`src/hw/rtl/drt_pkg.sv`:
```
// Package for the distance-vector route table: sizes, command and status codes,
// the table entry layout and small helper functions.
// No dependencies.
package drt_pkg;

    localparam int TABLE_ENTRIES = 16;
    localparam int IDX_W = $clog2(TABLE_ENTRIES);
    localparam int CNT_W = $clog2(TABLE_ENTRIES + 1);

    localparam int ADDR_W = 48;
    localparam int HOPS_W = 8;
    localparam int SEQ_W = 16;
    localparam int TIME_W = 32;
    localparam int EXP_W = 5;
    localparam int STATUS_W = 4;

    localparam logic [HOPS_W-1:0] HOPS_BROKEN = '1;
    localparam logic [EXP_W-1:0] EXP_MAX = '1;

    typedef enum logic [1:0] {
        CMD_ADVERT = 2'd0,
        CMD_LOOKUP = 2'd1,
        CMD_SWEEP = 2'd2,
        CMD_TICK = 2'd3
    } cmd_t;

    typedef enum logic [STATUS_W-1:0] {
        ST_ADDED = 4'd0,
        ST_UPDATED = 4'd1,
        ST_IGNORED = 4'd2,
        ST_FULL = 4'd3,
        ST_LOCAL = 4'd4,
        ST_FORWARD = 4'd5,
        ST_NO_ROUTE = 4'd6,
        ST_SWEPT = 4'd7,
        ST_OWN_ADVERT = 4'd8
    } status_t;

    typedef enum logic [0:0] {
        REG_OWN_ADDRESS = 1'b0,
        REG_STALE_LIMIT = 1'b1
    } reg_index_t;

    typedef struct packed {
        logic [TIME_W-1:0] last_seen;
        logic [SEQ_W-1:0] seq;
        logic [HOPS_W-1:0] hops;
        logic [ADDR_W-1:0] next_hop;
        logic [ADDR_W-1:0] dest;
    } entry_t;

    localparam int ENTRY_W = $bits(entry_t);

    function automatic logic [SEQ_W-1:0] round_even(input logic [SEQ_W-1:0] s);
        return s + {{(SEQ_W-1){1'b0}}, s[0]};
    endfunction

    function automatic logic [HOPS_W-1:0] hops_plus_one(input logic [HOPS_W-1:0] h);
        return (h == HOPS_BROKEN) ? HOPS_BROKEN : h + {{(HOPS_W-1){1'b0}}, 1'b1};
    endfunction

endpackage

```
`src/hw/rtl/drt_ram.sv`:
```
// Generic simple dual-port RAM with one write port and a registered read port.
// No dependencies.
module drt_ram #(
    parameter int WIDTH = 8,
    parameter int DEPTH = 16
) (
    input  logic                     aclk,
    input  logic                     we,
    input  logic [$clog2(DEPTH)-1:0] waddr,
    input  logic [WIDTH-1:0]         wdata,
    input  logic [$clog2(DEPTH)-1:0] raddr,
    output logic [WIDTH-1:0]         rdata
);

    logic [WIDTH-1:0] mem [DEPTH];
    logic [WIDTH-1:0] rdata_reg;

    always_ff @(posedge aclk) begin
        if (we) begin
            mem[waddr] <= wdata;
        end
        rdata_reg <= mem[raddr];
    end

    assign rdata = rdata_reg;

endmodule

```
`src/hw/rtl/distance_vector_route_table_top.sv`:
```
// Top level of the distance-vector route table: command sequencer and result register.
// Depends on drt_pkg and drt_ram.
//
// The route table keeps up to TABLE_ENTRIES entries in one synchronous RAM; entry zero is
// this node, whose address, hop count and sequence number are held in registers. Each
// command beat gives exactly one result beat. A broadcast tick and a lookup of the own
// address need no table search; an advertisement or lookup searches the table linearly,
// visiting each entry in a RAM read state and then a compare and write-back state; a
// stale sweep always visits every valid entry. The result register lets the next
// command enter while a result waits. Configuration writes are always accepted and
// must only be made while the block is idle.
module distance_vector_route_table_top (
    input  logic         aclk,
    input  logic         aresetn,
    input  logic         s_tvalid,
    output logic         s_tready,
    // dest_address, sender_address, adv_hops, adv_sequence, now_time
    input  logic [151:0] s_tdata,
    // cmd
    input  logic [1:0]   s_tuser,
    output logic         m_tvalid,
    input  logic         m_tready,
    // next_hop, route_hops, route_sequence, expired_count, zero fill
    output logic [79:0]  m_tdata,
    // status
    output logic [3:0]   m_tuser,
    input  logic         cfg_valid,
    output logic         cfg_ready,
    input  logic [1:0]   cfg_index,
    input  logic [47:0]  cfg_data
);
    import drt_pkg::*;

    typedef enum logic [3:0] {
        S_IDLE = 4'b0001,
        S_RD = 4'b0010,
        S_CHK = 4'b0100,
        S_OUT = 4'b1000
    } state_t;

    state_t state_reg, state_next;
    cmd_t cmd_reg, cmd_next;
    logic [ADDR_W-1:0] dest_reg, dest_next, sender_reg, sender_next;
    logic [HOPS_W-1:0] hops_in_reg, hops_in_next;
    logic [SEQ_W-1:0] seq_in_reg, seq_in_next;
    logic [TIME_W-1:0] now_reg, now_next;
    logic [CNT_W-1:0] idx_reg, idx_next, cnt_reg, cnt_next;
    logic [EXP_W-1:0] exp_reg, exp_next;
    logic [HOPS_W-1:0] hops0_reg, hops0_next;
    logic [SEQ_W-1:0] seq0_reg, seq0_next;
    logic [ADDR_W-1:0] own_reg;
    logic [TIME_W-1:0] limit_reg;

    status_t res_status_reg, res_status_next;
    logic [ADDR_W-1:0] res_nh_reg, res_nh_next;
    logic [HOPS_W-1:0] res_hops_reg, res_hops_next;
    logic [SEQ_W-1:0] res_seq_reg, res_seq_next;
    logic [EXP_W-1:0] res_exp_reg, res_exp_next;

    logic m_valid_reg, m_valid_next;
    status_t out_status_reg, out_status_next;
    logic [ADDR_W-1:0] out_nh_reg, out_nh_next;
    logic [HOPS_W-1:0] out_hops_reg, out_hops_next;
    logic [SEQ_W-1:0] out_seq_reg, out_seq_next;
    logic [EXP_W-1:0] out_exp_reg, out_exp_next;

    logic ram_we;
    logic [IDX_W-1:0] ram_waddr, ram_raddr;
    entry_t ram_wdata, ram_rdata, ent, adv_ent, new_ent;
    logic [HOPS_W-1:0] hops_new;
    status_t adv_status;
    logic is_zero;

    drt_ram #(.WIDTH(ENTRY_W), .DEPTH(TABLE_ENTRIES)) u_ram (
        .aclk  (aclk),
        .we    (ram_we),
        .waddr (ram_waddr),
        .wdata (ram_wdata),
        .raddr (ram_raddr),
        .rdata (ram_rdata)
    );

    assign s_tready = (state_reg == S_IDLE);
    assign cfg_ready = 1'b1;
    assign m_tvalid = m_valid_reg;
    assign m_tuser = out_status_reg;
    assign m_tdata = {3'b000, out_exp_reg, out_seq_reg, out_hops_reg, out_nh_reg};

    assign is_zero = (idx_reg == '0);
    assign hops_new = hops_plus_one(hops_in_reg);

    always_comb begin
        ent = ram_rdata;
        if (is_zero) begin
            ent.dest = own_reg;
            ent.next_hop = own_reg;
            ent.hops = hops0_reg;
            ent.seq = seq0_reg;
        end
    end

    always_comb begin
        adv_ent = ent;
        adv_status = ST_IGNORED;
        if (seq_in_reg > ent.seq) begin
            adv_status = ST_UPDATED;
            if (is_zero) begin
                adv_ent.seq = round_even(seq_in_reg);
            end else begin
                adv_ent.next_hop = sender_reg;
                adv_ent.hops = hops_new;
                adv_ent.seq = seq_in_reg;
                adv_ent.last_seen = now_reg;
            end
        end else if (seq_in_reg == ent.seq) begin
            if (hops_new < ent.hops) begin
                adv_status = ST_UPDATED;
                adv_ent.next_hop = sender_reg;
                adv_ent.hops = hops_new;
                adv_ent.last_seen = now_reg;
            end else if (ent.next_hop == sender_reg) begin
                adv_status = ST_UPDATED;
                adv_ent.hops = hops_new;
                adv_ent.last_seen = now_reg;
            end
        end else if (ent.dest == sender_reg) begin
            adv_status = ST_UPDATED;
            adv_ent.next_hop = sender_reg;
            adv_ent.hops = hops_new;
            adv_ent.seq = round_even(ent.seq);
            adv_ent.last_seen = now_reg;
        end
    end

    always_comb begin
        new_ent.dest = dest_reg;
        new_ent.next_hop = sender_reg;
        new_ent.hops = hops_new;
        new_ent.seq = seq_in_reg;
        new_ent.last_seen = now_reg;
    end

    always_comb begin
        state_next = state_reg;
        cmd_next = cmd_reg;
        dest_next = dest_reg;
        sender_next = sender_reg;
        hops_in_next = hops_in_reg;
        seq_in_next = seq_in_reg;
        now_next = now_reg;
        idx_next = idx_reg;
        cnt_next = cnt_reg;
        exp_next = exp_reg;
        hops0_next = hops0_reg;
        seq0_next = seq0_reg;
        res_status_next = res_status_reg;
        res_nh_next = res_nh_reg;
        res_hops_next = res_hops_reg;
        res_seq_next = res_seq_reg;
        res_exp_next = res_exp_reg;
        m_valid_next = m_valid_reg;
        out_status_next = out_status_reg;
        out_nh_next = out_nh_reg;
        out_hops_next = out_hops_reg;
        out_seq_next = out_seq_reg;
        out_exp_next = out_exp_reg;
        ram_we = 1'b0;
        ram_waddr = idx_reg[IDX_W-1:0];
        ram_wdata = adv_ent;
        ram_raddr = idx_reg[IDX_W-1:0];

        if (m_valid_reg && m_tready) begin
            m_valid_next = 1'b0;
        end

        unique case (state_reg)
            S_IDLE: begin
                if (s_tvalid) begin
                    cmd_next = cmd_t'(s_tuser);
                    dest_next = s_tdata[47:0];
                    sender_next = s_tdata[95:48];
                    hops_in_next = s_tdata[103:96];
                    seq_in_next = s_tdata[119:104];
                    now_next = s_tdata[151:120];
                    idx_next = (cmd_t'(s_tuser) == CMD_LOOKUP) ? CNT_W'(1) : '0;
                    exp_next = '0;
                    state_next = S_RD;
                end
            end
            S_RD: begin
                res_nh_next = '0;
                res_hops_next = '0;
                res_seq_next = '0;
                res_exp_next = '0;
                state_next = S_OUT;
                if (cmd_reg == CMD_TICK) begin
                    seq0_next = seq0_reg + SEQ_W'(2);
                    res_status_next = ST_OWN_ADVERT;
                    res_hops_next = hops0_reg;
                    res_seq_next = seq0_reg + SEQ_W'(2);
                end else if (cmd_reg == CMD_LOOKUP && dest_reg == own_reg) begin
                    res_status_next = ST_LOCAL;
                    res_hops_next = hops0_reg;
                    res_seq_next = seq0_reg;
                end else if (idx_reg >= cnt_reg) begin
                    case (cmd_reg)
                        CMD_ADVERT: begin
                            if (cnt_reg == CNT_W'(TABLE_ENTRIES)) begin
                                res_status_next = ST_FULL;
                            end else begin
                                ram_we = 1'b1;
                                ram_wdata = new_ent;
                                cnt_next = cnt_reg + CNT_W'(1);
                                res_status_next = ST_ADDED;
                                res_hops_next = hops_new;
                                res_seq_next = seq_in_reg;
                            end
                        end
                        CMD_SWEEP: begin
                            res_status_next = ST_SWEPT;
                            res_exp_next = exp_reg;
                        end
                        default: begin
                            res_status_next = ST_NO_ROUTE;
                        end
                    endcase
                end else begin
                    state_next = S_CHK;
                end
            end
            S_CHK: begin
                idx_next = idx_reg + CNT_W'(1);
                state_next = S_RD;
                case (cmd_reg)
                    CMD_ADVERT: begin
                        if (ent.dest == dest_reg) begin
                            ram_we = 1'b1;
                            if (is_zero) begin
                                hops0_next = adv_ent.hops;
                                seq0_next = adv_ent.seq;
                            end
                            res_status_next = adv_status;
                            res_hops_next = adv_ent.hops;
                            res_seq_next = adv_ent.seq;
                            state_next = S_OUT;
                        end
                    end
                    CMD_LOOKUP: begin
                        if (ent.dest == dest_reg) begin
                            res_hops_next = ent.hops;
                            res_seq_next = ent.seq;
                            if (ent.hops == HOPS_BROKEN) begin
                                res_status_next = ST_NO_ROUTE;
                            end else begin
                                res_status_next = ST_FORWARD;
                                res_nh_next = ent.next_hop;
                            end
                            state_next = S_OUT;
                        end
                    end
                    default: begin
                        if (ent.hops == HOPS_BROKEN >> (HOPS_W - 1)
                            && (now_reg - ent.last_seen) > limit_reg) begin
                            ram_we = 1'b1;
                            ram_wdata = ent;
                            ram_wdata.hops = HOPS_BROKEN;
                            ram_wdata.seq = ent.seq + SEQ_W'(1);
                            if (is_zero) begin
                                hops0_next = HOPS_BROKEN;
                                seq0_next = ent.seq + SEQ_W'(1);
                            end
                            if (exp_reg != EXP_MAX) begin
                                exp_next = exp_reg + EXP_W'(1);
                            end
                        end
                    end
                endcase
            end
            S_OUT: begin
                if (!m_valid_reg || m_tready) begin
                    m_valid_next = 1'b1;
                    out_status_next = res_status_reg;
                    out_nh_next = res_nh_reg;
                    out_hops_next = res_hops_reg;
                    out_seq_next = res_seq_reg;
                    out_exp_next = res_exp_reg;
                    state_next = S_IDLE;
                end
            end
            default: begin
                state_next = S_IDLE;
            end
        endcase
    end

    always_ff @(posedge aclk) begin
        if (!aresetn) begin
            state_reg <= S_IDLE;
            cnt_reg <= CNT_W'(1);
            hops0_reg <= '0;
            seq0_reg <= '0;
            m_valid_reg <= 1'b0;
            own_reg <= '0;
            limit_reg <= TIME_W'(10000);
        end else begin
            state_reg <= state_next;
            cnt_reg <= cnt_next;
            hops0_reg <= hops0_next;
            seq0_reg <= seq0_next;
            m_valid_reg <= m_valid_next;
            if (cfg_valid && cfg_index[1] == 1'b0) begin
                if (reg_index_t'(cfg_index[0]) == REG_OWN_ADDRESS) begin
                    own_reg <= cfg_data;
                end else begin
                    limit_reg <= cfg_data[TIME_W-1:0];
                end
            end
        end
    end

    always_ff @(posedge aclk) begin
        cmd_reg <= cmd_next;
        dest_reg <= dest_next;
        sender_reg <= sender_next;
        hops_in_reg <= hops_in_next;
        seq_in_reg <= seq_in_next;
        now_reg <= now_next;
        idx_reg <= idx_next;
        exp_reg <= exp_next;
        res_status_reg <= res_status_next;
        res_nh_reg <= res_nh_next;
        res_hops_reg <= res_hops_next;
        res_seq_reg <= res_seq_next;
        res_exp_reg <= res_exp_next;
        out_status_reg <= out_status_next;
        out_nh_reg <= out_nh_next;
        out_hops_reg <= out_hops_next;
        out_seq_reg <= out_seq_next;
        out_exp_reg <= out_exp_next;
    end

`ifndef SYNTHESIS
    a_count_range: assert property (@(posedge aclk) disable iff (!aresetn)
        cnt_reg != '0 && cnt_reg <= CNT_W'(TABLE_ENTRIES))
        else $error("entry count out of range");
    a_accept_leaves_idle: assert property (@(posedge aclk) disable iff (!aresetn)
        s_tvalid && s_tready |=> state_reg == S_RD)
        else $error("accepted command did not start");
    a_write_in_work: assert property (@(posedge aclk) disable iff (!aresetn)
        ram_we |-> state_reg == S_RD || state_reg == S_CHK)
        else $error("table write outside command work");
    a_result_loaded: assert property (@(posedge aclk) disable iff (!aresetn)
        state_reg == S_OUT && (!m_valid_reg || m_tready) |=> m_valid_reg)
        else $error("result not presented");
`endif

endmodule
```
`config.mk`:
```
export PLATFORM = sky130hd
export DESIGN_NAME = distance_vector_route_table_top
export DESIGN_NICKNAME = d
export VERILOG_FILES = /design/src/hw/rtl/drt_pkg.sv /design/src/hw/rtl/drt_ram.sv /design/src/hw/rtl/distance_vector_route_table_top.sv
export SDC_FILE = /design/constraint.sdc
export NUM_CORES = 2
export LEC_CHECK = 0
export BUFFER_PORTS_ARGS = -buffer_cell sky130_fd_sc_hd__buf_2
export CORE_MARGIN = 2
export CORE_UTILIZATION = 45
export CTS_CLUSTER_SIZE = 14
export DETAILED_ROUTE_END_ITERATION = 8
export PLACE_DENSITY_LB_ADDON = 0.25
export SLEW_MARGIN = 0
export SYNTH_ARGS = -nofsm -noshare
export SYNTH_HDL_FRONTEND = slang
export SYNTH_SLANG_ARGS = --single-unit
```
`constraint.sdc`:
```
create_clock -name aclk -period 14.4 [get_ports aclk]
set_input_delay 3.6 -clock aclk [delete_from_list [all_inputs] [get_ports aclk]]
set_output_delay 3.6 -clock aclk [all_outputs]
set_load 0.005 [all_outputs]
```
==> metrics.yaml <==
synth:
  synth_edf_count: 2758
  syn-cell-area_sq_um: 122000
  yosysWarningCount: 0
  ys_seq_area_share_pct: 72.0
  synthDistinctLibCells: 89
  yosysTopAreaCell: "edfxtp_1"
  async_reset_ff_share_pct: 0
  netlist_instances: 6734
  syn_area_per_cell_sq_um: 18.2
  synth-seq-cells: 3024
  synth.top_cell.area_share_pct: 67.7
  synth.area.top_cells: "edfxtp_1 (68%), mux4_2 (14%), dfxtp_1 (4.3%)"
  synthFlopType: "edfxtp_1"
clock_network:
  cts.repair.resized: 0
  cts.reportedPaths.clkPinSlew_ns: 0.06
  clk_path_buf_depth: 4
  cts-root-buf: "clkbuf_16"
  cts_setup_buffers: 0
  htreeDepth: 5
  cts_sinks: 3024
  ctsHoldBuffers: 0
  cts_tree: "built"
  clk_latency_ns: 0.91
  cts_buffers: 319
detailed_routing:
  post_drt_via_cell_ratio: 6.25
  routedWlPerCell_um: 33.6
  dr.pass1.iters: 9
  vias: 68800
  detail_route.iter0.violations: 9812
  wl_mm: 369
  ant_nets: 0
  drc: 0
global_route:
  grt_pass1_wl_mm: 517
  grt_pass1_vias: 67400
  gr-total-overflow: 0
  grt_use_total_pct: 26.3
  grt_max_degree: 125
  antenna_found_initial: 20
final_layout:
  area_delta_synth_final_pct: 13.6
  fin_area_sq_um: 139000
  multi_input_area_sq_um: 32300
  final_layout_size_suffix_gt1_share_pct: 24.6
  fin_nets: 7491
  instances_no_fill: 11000
  largest_reg_flops: 2432
  seq_area_sq_um: 88100
  fillers: 21600
worst_setup_path:
  arrival_ns: 9.15
  crit_type: "flop to flop"
  cp-end-kind: "flop"
  critPathSlowestCell: "nor2_4"
  slowest_delay_ns: 0.78
  path_common_cell: "a21oi_1"
  critical_path_required_ns: 14.90
  path_max_fanout: 98
  cp-start-kind: "flop"
placement:
  io_buffer_count: 291
  dp_slack_ns: 5.84
  dp_cells: 10400
  hpwl_mm: 225
  routabilityCongestion: 0.980
  dpl_cell_area_sq_um: 129000
floorplanning:
  dieArea_sq_um: 276000
  initial_core_util_pct: 45.2
  die_w_um: 526
  die_y_um: 526
  core_sq_um: 271000
  ios: 296
  rows: 191
timing:
  timing.final.ws_setup_ns: 5.76
  drv_slew: 0
  fin_tns_setup_ns: 0
  final-hold-violation-count: 0
  finClkSkew_ns: 0.0715
  setup_violations: 0
  worst_pin_slew_ns: 1.36
  rsz0062_at_grt: "false"
  period_share_pct: 60.0
  max_slew_margin_pct: 9.21
  period_needed_ns: 8.64
  fmax_ghz: 0.116
run:
  cap_violations: 0
outcome:
  status: "finished clean"
power_and_ir_drop:
  powerDensity_nw_per_um2: 150
  finalPower_mw: 20.8
  peakVddDrop_mv: 0.104
  power.leakage_nw: 45.6
worst_hold_path:
  hp-class: "flop to flop"
cell usage in the layout, fill, tap and decap left out, drive strengths merged, types with 16 or more instances in the layout:
master	instances
a2111oi	18
a211oi	19
a21boi	20
a21o	38
a21oi	272
a221oi	35
a22oi	16
a31oi	39
and2	18
buf	507
bufinv	16
clkbuf	416
clkinv	123
dfxtp	266
edfxtp	2758
ha	107
inv	198
mux2i	76
mux4	760
nand2	371
nand2b	35
nand3	64
nand4	45
nor2	282
nor2b	49
nor3	49
nor4	48
o211ai	26
o21ai	192
o221ai	40
o22ai	51
or2	30
xnor2	111
xor2	116
Yosys cell counts, types with 49 or more instances:
library cell / n
o21ai_0: 180
inv_1: 186
xor2_1: 116
mux4_2: 760
a21oi_1: 272
edfxtp_1: 2758
buf_1: 85
dfxtp_1: 266
nor2b_1: 49
nand2_1: 370
clkbuf_1: 280
xnor2_1: 111
nor3_1: 49
nand3_1: 64
nor2_1: 282
mux2i_1: 73
ha_1: 107
o22ai_1: 51
through the flow:
step | hold WS (ns) | utilization, %
floorplan | 0.400 | -
global placement | 0.404 | 47.6
detailed placement | 0.405 | 47.6
CTS | 0.404 | 51.3
global route | 0.414 | 51.3
finish | 0.415 | 51.4
path summary, 6_finish.rpt:
check | from | to | slack, ns | cells past startpoint
hold / removal | res_nh_reg[41] | out_nh_reg[41] | 0.41 | 0
setup / recovery | now_reg[0] | u_ram.mem[4][29] | 5.76 | 25
hold reg to reg | res_nh_reg[41] | out_nh_reg[41] | 0.41 | 0
setup reg to reg | now_reg[0] | u_ram.mem[4][29] | 5.76 | 25
critical path, delay by kind of cell (launching register included):
kind | cells | cell delay, ns
flip-flops | 1 | 0.39
adder cells (fa/ha/maj) | 3 | 0.88
AO/OA/AOI/OAI | 11 | 2.97
buffers and inverters | 4 | 1.47
XOR/XNOR | 1 | 0.10
AND/OR/NAND/NOR | 6 | 2.23
cell type report:
cell class	count	area share (%)
antenna	6	0.0108
inverter	186	0.508
sequential	3024	63.4
clock buffer	415	6.25
clock inverter	159	1.01
tap	3570	3.21
multi-input combinational	3135	23.2
timing repair buffer	508	2.39
where the power goes:
group          leakage, nW  switching [mW]  internal [mW]  total (mW)
combinational         13.5            1.57          0.829        2.40
sequential            27.2           0.241           10.2        10.5
clock                 4.97            3.41           4.57        7.98
total                 45.6            5.22           15.6        20.8
cell families (layout without fill, tap and decap cells):
group                    count (synthesis)  in the layout  share of synthesized area [%]
AO/OA/AOI/OAI                          898            898                           4.73
XOR/XNOR                               227            227                           1.62
adder cells (fa/ha/maj)                108            108                           1.11
buffers and inverters                  577           1268                           1.83
flip-flops                            3024           3024                           72.0
multiplexers                           840            840                           14.6
other                                    2             10                        0.00613
AND/OR/NAND/NOR                       1058           1058                           4.05
metal layers:
metal	track usage [%]	part of all wire, %	vias to the layer above	wire (um)
li1	-	-	28000	-
met1	36.2	39	36100	145000
met2	40.5	46	3866	170000
met3	5.61	9.6	810	35500
met4	11.9	5.1	6	19000
met5	0	0.012	-	43
Note: power is estimated with default switching activity, not from simulation.
